**config.mk**
```make
export PLATFORM = sky130hd
export DESIGN_NAME = proximity_weighted_wheel_speed
export DESIGN_NICKNAME = d
export VERILOG_FILES = /design/src/rtl/pwws_pkg.sv /design/src/rtl/proximity_weighted_wheel_speed.sv
export VERILOG_INCLUDE_DIRS = /design/src /design/src/rtl
export SDC_FILE = /design/constraint.sdc
export NUM_CORES = 2
export LEC_CHECK = 0
export BUFFER_PORTS_ARGS = -buffer_cell sky130_fd_sc_hd__buf_2
export CORE_MARGIN = 3
export CORE_UTILIZATION = 40
export CTS_CLUSTER_SIZE = 40
export DETAILED_ROUTE_END_ITERATION = 10
export PLACE_DENSITY_LB_ADDON = 0.25
export SYNTH_ARGS = -nofsm -noshare
export SYNTH_HDL_FRONTEND = slang
export SYNTH_SLANG_ARGS = --single-unit
```
**constraint.sdc**
```tcl
create_clock -name clk_i -period 15.5 [get_ports clk_i]
set_clock_uncertainty 0.2 [all_clocks]
set_input_delay 0.775 -clock clk_i [delete_from_list [all_inputs] [get_ports clk_i]]
set_output_delay 0.775 -clock clk_i [all_outputs]
set_load 0.01 [all_outputs]
```
**src/rtl/proximity_weighted_wheel_speed_macros.svh**
```systemverilog
// ----------------------------------------------------------------------------
// Assertion macros for proximity_weighted_wheel_speed
// Short forms for clocked assertions with the block's clock and reset.
// ----------------------------------------------------------------------------
`ifndef PROXIMITY_WEIGHTED_WHEEL_SPEED_MACROS_SVH
`define PROXIMITY_WEIGHTED_WHEEL_SPEED_MACROS_SVH

// same-cycle implication
`define PWWS_ASSERT_IMP(label, ante, cons, msg) \
  label: assert property (@(posedge clk_i) disable iff (!rst_ni) \
    (ante) |-> (cons)) else $error(msg);

// implication after a fixed number of cycles
`define PWWS_ASSERT_DLY(label, ante, n, cons, msg) \
  label: assert property (@(posedge clk_i) disable iff (!rst_ni) \
    (ante) |-> ##n (cons)) else $error(msg);

`endif

```
**src/rtl/pwws_pkg.sv**
```systemverilog
// ----------------------------------------------------------------------------
// pwws_pkg
// Types, register codes and weight table of the wheel speed pipeline.
// ----------------------------------------------------------------------------
package pwws_pkg;

  localparam int NUM_SENSORS = 9;
  localparam int PROX_W      = 12;
  localparam int CMD_W       = 8;
  localparam int CFG_IDX_W   = 3;
  localparam int CFG_DATA_W  = 24;

  // register indexes
  localparam logic [CFG_IDX_W-1:0] REG_CRUISE_SPEED    = 3'd0;
  localparam logic [CFG_IDX_W-1:0] REG_DEAD_BAND       = 3'd1;
  localparam logic [CFG_IDX_W-1:0] REG_HALVE_THRESHOLD = 3'd2;
  localparam logic [CFG_IDX_W-1:0] REG_SPEED_LIMIT     = 3'd3;
  localparam logic [CFG_IDX_W-1:0] REG_NEAR_ZERO_BAND  = 3'd4;
  localparam logic [CFG_IDX_W-1:0] REG_INVERSE_SCALE   = 3'd5;

  // register reset values
  localparam logic [15:0] CRUISE_SPEED_RST    = 16'd30000;
  localparam logic [15:0] DEAD_BAND_RST       = 16'd1000;
  localparam logic [17:0] HALVE_THRESHOLD_RST = 18'd2500;
  localparam logic [15:0] SPEED_LIMIT_RST     = 16'd24000;
  localparam logic [9:0]  NEAR_ZERO_BAND_RST  = 10'd50;
  localparam logic [23:0] INVERSE_SCALE_RST   = 24'd11639;

  typedef logic signed [4:0] weight_t;

  localparam weight_t WEIGHT_ROWS [2][NUM_SENSORS] = '{
    '{5'sd2, -5'sd2, -5'sd4, -5'sd12, 5'sd5, 5'sd2, 5'sd2, 5'sd2, 5'sd4},
    '{5'sd2, 5'sd2, 5'sd2, 5'sd5, -5'sd12, -5'sd4, -5'sd2, 5'sd2, 5'sd4}
  };

  typedef struct packed {
    logic [PROX_W-1:0] prox_0;
    logic [PROX_W-1:0] prox_1;
    logic [PROX_W-1:0] prox_2;
    logic [PROX_W-1:0] prox_3;
    logic [PROX_W-1:0] prox_4;
    logic [PROX_W-1:0] prox_5;
    logic [PROX_W-1:0] prox_6;
    logic [PROX_W-1:0] prox_7;
    logic [PROX_W-1:0] prox_8;
  } frame_t;

  typedef struct packed {
    logic signed [CMD_W-1:0] left_speed;
    logic signed [CMD_W-1:0] right_speed;
  } result_t;

endpackage

```
**src/rtl/proximity_weighted_wheel_speed.sv**
```systemverilog
// ----------------------------------------------------------------------------
// proximity_weighted_wheel_speed
// Obstacle avoidance: nine proximity readings to two wheel speed commands.
// ----------------------------------------------------------------------------
//  channel | handshake                     | payload
//  --------+-------------------------------+-----------------------------
//  frame   | start / busy                  | frame_i   (pwws_pkg::frame_t)
//  result  | result_valid_o (no backpress) | result_o  (pwws_pkg::result_t)
//  config  | cfg_valid_i / cfg_ready_o     | cfg_index_i, cfg_data_i
//
//  One frame per cycle; each result comes out of the register stages below.
//  There are six register stages: potentials, speed select/halve,
//  boost/clamp, balance/magnitude, scale multiply, saturate.
//  Reset loads the register defaults and empties the pipeline.
//  busy stays low and nothing stalls, since the receiver cannot hold off.
// ----------------------------------------------------------------------------
`include "proximity_weighted_wheel_speed_macros.svh"

module proximity_weighted_wheel_speed (
  input  logic                               clk_i,
  input  logic                               rst_ni,
  input  logic                               start,
  output logic                               busy,
  input  pwws_pkg::frame_t                   frame_i,
  output logic                               result_valid_o,
  output pwws_pkg::result_t                  result_o,
  input  logic                               cfg_valid_i,
  output logic                               cfg_ready_o,
  input  logic [pwws_pkg::CFG_IDX_W-1:0]     cfg_index_i,
  input  logic [pwws_pkg::CFG_DATA_W-1:0]    cfg_data_i
);

  localparam int POT_W  = 18;  // |potential| <= 73710
  localparam int SPD_W  = 22;  // speeds before clamp, Q2
  localparam int CLP_W  = 19;  // clamped speeds, |s| <= 4*65535
  localparam int CMP_W  = 21;  // 3x clamped speed
  localparam int MAG_W  = 18;
  localparam int PROD_W = 42;
  localparam int Q_W    = PROD_W - 26;

  typedef logic signed [POT_W-1:0] pot_t;
  typedef logic signed [SPD_W-1:0] spd_t;
  typedef logic signed [CLP_W-1:0] clp_t;
  typedef logic signed [CMP_W-1:0] cmp_t;

  // ---------------------------------------------------------------- config
  logic [15:0] cruise_q, dead_band_q, limit_q;
  logic [17:0] halve_thr_q;
  logic [9:0]  nzb_q;
  logic [23:0] scale_q;

  assign cfg_ready_o = 1'b1;
  assign busy        = 1'b0;

  always_ff @(posedge clk_i or negedge rst_ni) begin
    if (!rst_ni) begin
      cruise_q    <= pwws_pkg::CRUISE_SPEED_RST;
      dead_band_q <= pwws_pkg::DEAD_BAND_RST;
      halve_thr_q <= pwws_pkg::HALVE_THRESHOLD_RST;
      limit_q     <= pwws_pkg::SPEED_LIMIT_RST;
      nzb_q       <= pwws_pkg::NEAR_ZERO_BAND_RST;
      scale_q     <= pwws_pkg::INVERSE_SCALE_RST;
    end else if (cfg_valid_i && cfg_ready_o) begin
      unique case (cfg_index_i)
        pwws_pkg::REG_CRUISE_SPEED:    cruise_q    <= cfg_data_i[15:0];
        pwws_pkg::REG_DEAD_BAND:       dead_band_q <= cfg_data_i[15:0];
        pwws_pkg::REG_HALVE_THRESHOLD: halve_thr_q <= cfg_data_i[17:0];
        pwws_pkg::REG_SPEED_LIMIT:     limit_q     <= cfg_data_i[15:0];
        pwws_pkg::REG_NEAR_ZERO_BAND:  nzb_q       <= cfg_data_i[9:0];
        pwws_pkg::REG_INVERSE_SCALE:   scale_q     <= cfg_data_i;
        default: ;
      endcase
    end
  end

  // ---------------------------------------------------------------- valids
  logic v1_q, v2_q, v3_q, v4_q, v5_q, vout_q;

  always_ff @(posedge clk_i or negedge rst_ni) begin
    if (!rst_ni) begin
      v1_q   <= 1'b0;
      v2_q   <= 1'b0;
      v3_q   <= 1'b0;
      v4_q   <= 1'b0;
      v5_q   <= 1'b0;
      vout_q <= 1'b0;
    end else begin
      v1_q   <= start && !busy;
      v2_q   <= v1_q;
      v3_q   <= v2_q;
      v4_q   <= v3_q;
      v5_q   <= v4_q;
      vout_q <= v5_q;
    end
  end

  // ---------------------------------------------------- stage 1: potentials
  logic [pwws_pkg::PROX_W-1:0] prox [pwws_pkg::NUM_SENSORS];
  pot_t pot0_d, pot1_d, pot0_q, pot1_q;

  assign prox[0] = frame_i.prox_0;
  assign prox[1] = frame_i.prox_1;
  assign prox[2] = frame_i.prox_2;
  assign prox[3] = frame_i.prox_3;
  assign prox[4] = frame_i.prox_4;
  assign prox[5] = frame_i.prox_5;
  assign prox[6] = frame_i.prox_6;
  assign prox[7] = frame_i.prox_7;
  assign prox[8] = frame_i.prox_8;

  always_comb begin
    pot0_d = '0;
    pot1_d = '0;
    for (int s = 0; s < pwws_pkg::NUM_SENSORS; s++) begin
      pot0_d = pot0_d + POT_W'(pwws_pkg::WEIGHT_ROWS[0][s]) * POT_W'($signed({1'b0, prox[s]}));
      pot1_d = pot1_d + POT_W'(pwws_pkg::WEIGHT_ROWS[1][s]) * POT_W'($signed({1'b0, prox[s]}));
    end
  end

  always_ff @(posedge clk_i) begin
    pot0_q <= pot0_d;
    pot1_q <= pot1_d;
  end

  // ------------------------------------------- stage 2: speed select, halve
  logic [POT_W-1:0] mag0_p, mag1_p;
  logic             dead, halve0, halve1;
  spd_t             cruise4, raw0, raw1, sel0, sel1, spd0_d, spd1_d, spd0_q, spd1_q;

  function automatic spd_t half_spd(spd_t v);
    // C-style divide by two, rounds toward zero
    half_spd = $signed(v + {{(SPD_W-1){1'b0}}, v[SPD_W-1]}) >>> 1;
  endfunction

  function automatic clp_t half_clp(clp_t v);
    half_clp = $signed(v + {{(CLP_W-1){1'b0}}, v[CLP_W-1]}) >>> 1;
  endfunction

  always_comb begin
    mag0_p  = pot0_q[POT_W-1] ? POT_W'(-pot0_q) : POT_W'(pot0_q);
    mag1_p  = pot1_q[POT_W-1] ? POT_W'(-pot1_q) : POT_W'(pot1_q);
    dead    = (mag0_p < {2'b00, dead_band_q}) && (mag1_p < {2'b00, dead_band_q});
    halve0  = mag0_p > halve_thr_q;
    halve1  = !halve0 && (mag1_p > halve_thr_q);
    cruise4 = $signed({4'b0000, cruise_q, 2'b00});
    raw0    = ((SPD_W'(pot0_q) <<< 1) + SPD_W'(pot0_q) + $signed({6'b0, cruise_q})) <<< 2;
    raw1    = ((SPD_W'(pot1_q) <<< 1) + SPD_W'(pot1_q) + $signed({6'b0, cruise_q})) <<< 2;
    sel0    = dead ? cruise4 : raw0;
    sel1    = dead ? cruise4 : raw1;
    spd0_d  = halve0 ? half_spd(sel0) : sel0;
    spd1_d  = halve1 ? half_spd(sel1) : sel1;
  end

  always_ff @(posedge clk_i) begin
    spd0_q <= spd0_d;
    spd1_q <= spd1_d;
  end

  // ---------------------------------------------- stage 3: boost and clamp
  spd_t band_s, lim_s, bst0, bst1, pre0, pre1;
  logic near;
  clp_t clp0_d, clp1_d, clp0_q, clp1_q;

  always_comb begin
    band_s = $signed({10'b0, nzb_q, 2'b00});
    lim_s  = $signed({4'b0000, limit_q, 2'b00});
    near   = (spd0_q < band_s) && (spd0_q > -band_s) &&
             (spd1_q < band_s) && (spd1_q > -band_s);
    bst0   = (spd0_q <<< 4) + (spd0_q <<< 2);
    bst1   = (spd1_q <<< 4) + (spd1_q <<< 2);
    pre0   = near ? bst0 : spd0_q;
    pre1   = near ? bst1 : spd1_q;
    if (pre0 > lim_s) begin
      clp0_d = CLP_W'(lim_s);
    end else if (pre0 < -lim_s) begin
      clp0_d = CLP_W'(-lim_s);
    end else begin
      clp0_d = CLP_W'(pre0);
    end
    if (pre1 > lim_s) begin
      clp1_d = CLP_W'(lim_s);
    end else if (pre1 < -lim_s) begin
      clp1_d = CLP_W'(-lim_s);
    end else begin
      clp1_d = CLP_W'(pre1);
    end
  end

  always_ff @(posedge clk_i) begin
    clp0_q <= clp0_d;
    clp1_q <= clp1_d;
  end

  // ----------------------------------------- stage 4: balance, magnitude
  cmp_t two0, two1, three0, three1;
  logic imbalance;
  clp_t bal0, bal1, abs0, abs1;
  logic [MAG_W-1:0] mag0_d, mag1_d, mag0_q, mag1_q;
  logic neg0_q4, neg1_q4;

  always_comb begin
    two0      = CMP_W'(clp0_q) <<< 1;
    two1      = CMP_W'(clp1_q) <<< 1;
    three0    = two0 + CMP_W'(clp0_q);
    three1    = two1 + CMP_W'(clp1_q);
    imbalance = (two1 > three0) || (three1 < two0);
    bal0      = imbalance ? half_clp(clp0_q) : clp0_q;
    bal1      = imbalance ? half_clp(clp1_q) : clp1_q;
    abs0      = bal0[CLP_W-1] ? -bal0 : bal0;
    abs1      = bal1[CLP_W-1] ? -bal1 : bal1;
    mag0_d    = abs0[MAG_W-1:0];
    mag1_d    = abs1[MAG_W-1:0];
  end

  always_ff @(posedge clk_i) begin
    mag0_q  <= mag0_d;
    mag1_q  <= mag1_d;
    neg0_q4 <= bal0[CLP_W-1];
    neg1_q4 <= bal1[CLP_W-1];
  end

  // ---------------------------------------------------- stage 5: scaling
  logic [PROD_W-1:0] prod0, prod1;
  logic [Q_W-1:0]    q0_q, q1_q;
  logic              neg0_q5, neg1_q5;

  assign prod0 = PROD_W'(mag0_q) * PROD_W'(scale_q);
  assign prod1 = PROD_W'(mag1_q) * PROD_W'(scale_q);

  always_ff @(posedge clk_i) begin
    q0_q    <= prod0[PROD_W-1:26];
    q1_q    <= prod1[PROD_W-1:26];
    neg0_q5 <= neg0_q4;
    neg1_q5 <= neg1_q4;
  end

  // -------------------------------------------------- stage 6: saturation
  logic [pwws_pkg::CMD_W-1:0] cmd0, cmd1;
  pwws_pkg::result_t res_d, res_q;

  always_comb begin
    cmd0 = (q0_q > Q_W'(127)) ? 8'd127 : {1'b0, q0_q[6:0]};
    cmd1 = (q1_q > Q_W'(127)) ? 8'd127 : {1'b0, q1_q[6:0]};
    res_d.right_speed = neg0_q5 ? $signed(-cmd0) : $signed(cmd0);
    res_d.left_speed  = neg1_q5 ? $signed(-cmd1) : $signed(cmd1);
  end

  always_ff @(posedge clk_i) begin
    res_q <= res_d;
  end

  assign result_valid_o = vout_q;
  assign result_o       = res_q;

  // ----------------------------------------------------------- assertions
  `PWWS_ASSERT_DLY(a_fixed_latency, start && !busy, 6, result_valid_o, "result missing after transfer")
  `PWWS_ASSERT_IMP(a_no_spurious, result_valid_o, $past(start && !busy, 6), "result without transfer")
  `PWWS_ASSERT_IMP(a_cmd_range, result_valid_o, (result_o.left_speed != 8'sh80) && (result_o.right_speed != 8'sh80), "command out of range")
  `PWWS_ASSERT_IMP(a_mag_clamped, v4_q, (mag0_q <= {limit_q, 2'b00}) && (mag1_q <= {limit_q, 2'b00}), "speed above limit after clamp")

endmodule

```
# Word-level counts from Yosys, hierarchy flattened
# Cells that the tools add are included.
[totals]
reg_bits = 312
input_bits = 139
output_inout_bits = 19
wordCells = 131
[op_classes]
multipliers = 6
n_eq_ne = 5
muxes = 20
order_cmp = 16
add_sub_neg = 40
reduce_logical = 14
[ops]
columns = ["op", "n"]
rows = [
  ["$mux W22", 6],
  ["$mux W18", 6],
  ["$mul A18 B24 Y42", 2],
  ["$mux W19", 4],
  ["$add A18 B14 Y18", 4],
  ["$add A18 B18 Y18", 4],
  ["$neg A18 Y18", 4],
  ["$add A22 B1 Y22", 2],
  ["$add A22 B22 Y22", 2],
  ["$gt A22 B19 Y1", 2],
  ["$gt A22 B22 Y1", 2],
  ["$lt A22 B13 Y1", 2],
  ["$lt A22 B22 Y1", 2],
  ["$add A20 B19 Y21", 2],
  ["$add A19 B18 Y20", 2],
  ["$add A20 B17 Y20", 2],
  ["$add A19 B1 Y19", 2],
  ["$add A18 B15 Y18", 2],
  ["$gt A18 B18 Y1", 2],
  ["$lt A18 B16 Y1", 2],
  ["$neg A12 Y17", 2],
  ["$gt A16 B7 Y1 const B", 2],
  ["$mul A3 B13 Y16 const A", 2],
  ["$neg A12 Y16", 2],
  ["other kinds (22)", 37],
]

# Logic depth before layout (Yosys ltp)
[depth]
depth_word = 9
ltp_mapped = 34
ltp_nobuf = 31

# Worst setup path after synthesis
# OpenSTA, ideal clock, no wires.
[synth_path]
kind = "register to register"
startpoint = "register clp0_q[2]"
endpoint = "register mag1_q[14]"
required_time_ns = 15.166
setup_time_ns = 0.134
synth_period_minus_slack_ns = 7.146
stages_incl_launch_ff = 34
setup_slack_ns = 8.354
t_arrival_ns = 6.812
n_path_buf = 3
cell_sequence = "dfxtp_1 -> ha_1 -> inv_1 -> fa_1 -> nor2b_1 -> o21ai_0 -> a21boi_0 -> o21ai_0 -> a21boi_0 -> o21ai_0 -> a21oi_1 -> o41ai_1 -> mux2i_1 -> a2111oi_0 -> ha_1 -> and4_1 -> o21ai_0 -> a21oi_1 -> o41ai_1 -> and3_1 -> clkbuf_1 -> clkbuf_1 -> buf_1 -> mux2i_1 -> ha_1 -> nand2_1 -> nor2_1 -> nand2_1 -> or3_1 -> or4_1 -> a21o_1 -> nor3_1 -> o21a_1 -> a21oi_1"
[synth_between]
elab_chain_len = 6
[synth_rtl]
columns = ["element", "line_no", "rtl"]
rows = [
  ["from (decl)", "proximity_weighted_wheel_speed.sv:162", "clp_t clp0_d, clp1_d, clp0_q, clp1_q;"],
  ["from (signal assigned)", "proximity_weighted_wheel_speed.sv:190", "clp0_q <= clp0_d;"],
  ["$add A20 B19 Y21", "proximity_weighted_wheel_speed.sv:204", "three0 = two0 + CMP_W'(clp0_q);"],
  ["$gt A20 B21 Y1", "proximity_weighted_wheel_speed.sv:206", "imbalance = (two1 > three0) || (three1 < two0);"],
  ["$logic_or A1 B1 Y1 (*)", "proximity_weighted_wheel_speed.sv:206", ""],
  ["$mux W19 (*)", "proximity_weighted_wheel_speed.sv:208", "bal1 = imbalance ? half_clp(clp1_q) : clp1_q;"],
  ["$neg A18 Y18", "proximity_weighted_wheel_speed.sv:210", "abs1 = bal1[CLP_W-1] ? -bal1 : bal1;"],
  ["$mux W18 (*)", "proximity_weighted_wheel_speed.sv:210", ""],
  ["net abs1[14]", "proximity_weighted_wheel_speed.sv:197", "clp_t bal0, bal1, abs0, abs1;"],
  ["to (signal assigned)", "proximity_weighted_wheel_speed.sv:217", "mag1_q <= mag1_d;"],
  ["to (decl)", "proximity_weighted_wheel_speed.sv:198", "logic [MAG_W-1:0] mag0_d, mag1_d, mag0_q, mag1_q;"],
]
# Mark *: on every way through the listed nets, which the timed path passes. The rest lies on a longest branch.
# A chain may end at the register's enable or synchronous reset.

# Worst setup path after layout
[layout_path]
startpoint = "register nzb_q[0]"
endpoint = "register clp1_q[8]"
[layout_between]
elab_chain_len = 9
[layout_rtl]
columns = ["element", "line_no", "rtl"]
rows = [
  ["from (decl)", "proximity_weighted_wheel_speed.sv:49", "logic [9:0] nzb_q;"],
  ["from (signal assigned)", "proximity_weighted_wheel_speed.sv:61", "nzb_q <= pwws_pkg::NEAR_ZERO_BAND_RST;"],
  ["from (signal assigned)", "proximity_weighted_wheel_speed.sv:69", "pwws_pkg::REG_NEAR_ZERO_BAND: nzb_q <= cfg_data_i[9:0];"],
  ["$neg A12 Y22", "proximity_weighted_wheel_speed.sv:167, proximity_weighted_wheel_speed.sv:168", ""],
  ["$gt A22 B22 Y1", "proximity_weighted_wheel_speed.sv:167", "near = (spd0_q < band_s) && (spd0_q > -band_s) &&"],
  ["$logic_and A1 B1 Y1 (2 in series)", "proximity_weighted_wheel_speed.sv:167", ""],
  ["$logic_and A1 B1 Y1 (*)", "proximity_weighted_wheel_speed.sv:168", "(spd1_q < band_s) && (spd1_q > -band_s);"],
  ["$mux W22 (*)", "proximity_weighted_wheel_speed.sv:172", "pre1 = near ? bst1 : spd1_q;"],
  ["$lt A22 B22 Y1", "proximity_weighted_wheel_speed.sv:182", "end else if (pre1 < -lim_s) begin"],
  ["$mux W19", "proximity_weighted_wheel_speed.sv:182", ""],
  ["$mux W18 (*)", "proximity_weighted_wheel_speed.sv:180", "if (pre1 > lim_s) begin"],
  ["net clp1_d[8]", "proximity_weighted_wheel_speed.sv:162", ""],
  ["to (signal assigned)", "proximity_weighted_wheel_speed.sv:191", "clp1_q <= clp1_d;"],
  ["to (decl)", "proximity_weighted_wheel_speed.sv:162", ""],
]
# Marked as above.

==> metrics <==
max_cap viols=0; CTS tree=done; fin util=43.4%; Clock Sinks=308; fmax=0.118 GHz; syn nets=8402; # hold bufs at CTS=0; CP max FO=47; leading cell type in the layout, fill and taps excluded=inv_1; minimum clock period=8460 ps; area grow syn2layout=7.17%; run status=completed; Synth Cell Area=58400 um2; Slew headroom=6.36%; Starting Density=40.5%; DRC violations left=0; pin count of the biggest net entering global routing=62; CTS Buf Count=41; vias per cell=5.26; first-pass GRT wire length=273000 um; final-stage net count=8415; post-CTS sizing=0; Core ar.=144000 um2; Final setup viols=0; required time worst endpoint=15830 ps; sequential fraction of the synthesis area=11.5%; total track usage=23.0%; clock root buffer=clkbuf_16; placed cell area=61200 um2; # Post-CTS Setup Buffers=0; Post-synth EDFFs=0; Worst Setup SP=nzb_q[0]; Worst setup EP type=flop; Die Y=388 um; worst setup path class=reg2reg; CP bufs+invs=2; WP data arrival=8790 ps; Pins Over Slew Limit=0; slowest cell on the critical path=a211oi_2; Crit path max-delay family=compound AO/OA/AOI/OAI gates; Die W=388 um; H-tree depth=2; most frequent CP cell=ha_1; clk buf depth=3; Placement Rows=139; top_reg_cell synth=dfxtp_1; most frequent cells in the layout=inv_1 (1320), fa_1 (916), nand2_1 (859); design area=62600 um2; wirelength, routed=170000 um; crit start category=flop; pre-CTS setup slack=7230 ps; final hold vios=0; vias in the first global route=47.9k; I/O Pins=158; Mean Syn Cell Area=8.81 um2; total negative slack=0 ps; worst r2r src=nzb_q[0]; initial antenna violation count=15; Worst-path clk slew=60 ps; Max stage delay on crit path=1110 ps; register bit count reported by yosys=308; IO buf count=155; full die area=151000 um2; worst skew pair latency=610 ps; GP Congestion=0.925; DRT antenna net count=0; post-synthesis cell type count=87; DP Wirelength=134000 um; total grt overflow=0; unrepaired setup endpoints after global routing=no; fillers=14.4k; worst-margin pin slew=1400 ps; Hold WC Path Type=in2async; layout cells sized above 1=6.98%; Initial DRC Count=2683; Period Utilization, post-route=54.6%; drt pass-1 iters=5; final worst setup slack=7040 ps; cells after synthesis=6630; routed via count=45.1k; Synth Warn #=0; fraction of registers with async set or reset after synthesis=34.4%; DR WL/cell=19.8 um
-- per-stage QoR --
step                      instances  hold WS (ps)
after global placement         8503           128
after global routing           8578          56.5
after floorplan                6630           110
after detailed placement       8503           129
final                          8584          56.7
after CTS                      8578          35.3
-- Yosys cell counts, types with 17 or more instances --
library cell     n  area share (%)
a211oi_1        25            0.32
a21boi_0        26            0.33
a21o_1          81             1.0
a21oi_1        223             1.9
a31oi_1         23            0.25
and2_1         266             2.8
and3_1          20            0.21
buf_1           17            0.11
clkbuf_1       217             1.4
dfrtp_1         68             2.9
dfstp_2         38             1.7
dfxtp_1        202             6.9
fa_1           916              31
ha_1           717              15
inv_1         1320             8.5
mux2_2          91             1.8
mux2i_1         82             1.4
nand2_1        859             5.5
nand2b_1        39            0.42
nand3_1         71            0.61
nand4_1         44            0.47
nor2_1         205             1.3
nor2b_1         45            0.48
nor3_1         107            0.92
nor4_1          38            0.41
o211ai_1        27            0.35
o21a_1          39            0.50
o21ai_0        228             2.0
o31ai_1         17            0.22
or2_2           18            0.19
or3_1           33            0.35
xnor2_1        214             3.2
xor2_1          63            0.94
-- path summary, 6_finish.rpt --
| check | slack [ps] | depth (start not counted) | endpoint |
|---|---|---|---|
| setup / recovery | 7040 | 27 | clp1_q[8] |
| hold / removal | 60 | 1 | cruise_q[1] |
| setup reg to reg | 7040 | 27 | clp1_q[8] |
| hold reg to reg | 140 | 0 | neg1_q5 |
| max in group asynchronous | 13710 | 2 | scale_q[14] |
| min in group clk_i | 80 | 1 | v1_q |
-- area by class of cell --
class,count,area [um2],area share (%)
sequential,308,6740,10.8
timing repair buffer,224,1300,2.07
multi-input combinational,4748,45800,73.1
tap,1903,2380,3.80
inverter,1320,4950,7.92
clock inverter,23,288,0.460
antenna,6,15.0,0.0240
clock buffer,52,1130,1.80
-- routing by layer --
metal | share of wire (%) | global-route usage, % | vias to the layer above | routed length [um]
met5 | 0.048 | 0 | - | 82
met4 | 2.7 | 5.96 | 12 | 4670
met3 | 4.6 | 2.71 | 247 | 7780
met2 | 49 | 39.9 | 1075 | 83100
met1 | 44 | 30.3 | 22700 | 74600
li1 | - | - | 21100 | -
-- worst register-to-register path: cells and delay by family (launching register included) --
family | cells | cell delay, ps
compound gates | 13 | 3300
xor+xnor | 1 | 110
fa+ha+maj | 3 | 910
buf+inv | 2 | 730
flops | 1 | 420
mux | 1 | 480
simple gates | 7 | 2260
-- sequential cells by signal (all words and copies together), names as in the netlist, 10 cells and up --
| name | count |
|---|---|
| limit_q | 16 |
| q1_q | 16 |
| clp0_q | 18 |
| q0_q | 16 |
| spd1_q | 21 |
| mag1_q | 18 |
| cruise_q | 16 |
| mag0_q | 18 |
| scale_q | 24 |
| spd0_q | 21 |
| dead_band_q | 16 |
| pot0_q | 18 |
| halve_thr_q | 18 |
| clp1_q | 18 |
| nzb_q | 10 |
| pot1_q | 18 |
| result_o | 16 |
-- logic make-up after synthesis --
kind of cell | count (synthesis) | share of synthesized area, %
simple gates | 1793 | 14.5
mux | 181 | 3.37
flops | 308 | 11.5
buf+inv | 1574 | 10.2
compound gates | 856 | 9.30
fa+ha+maj | 1635 | 46.8
xor+xnor | 281 | 4.31
other cells | 2 | 0.0129
Power is not shown: default switching activity piles up to over one toggle a cycle in this logic, so the estimate is an artifact.
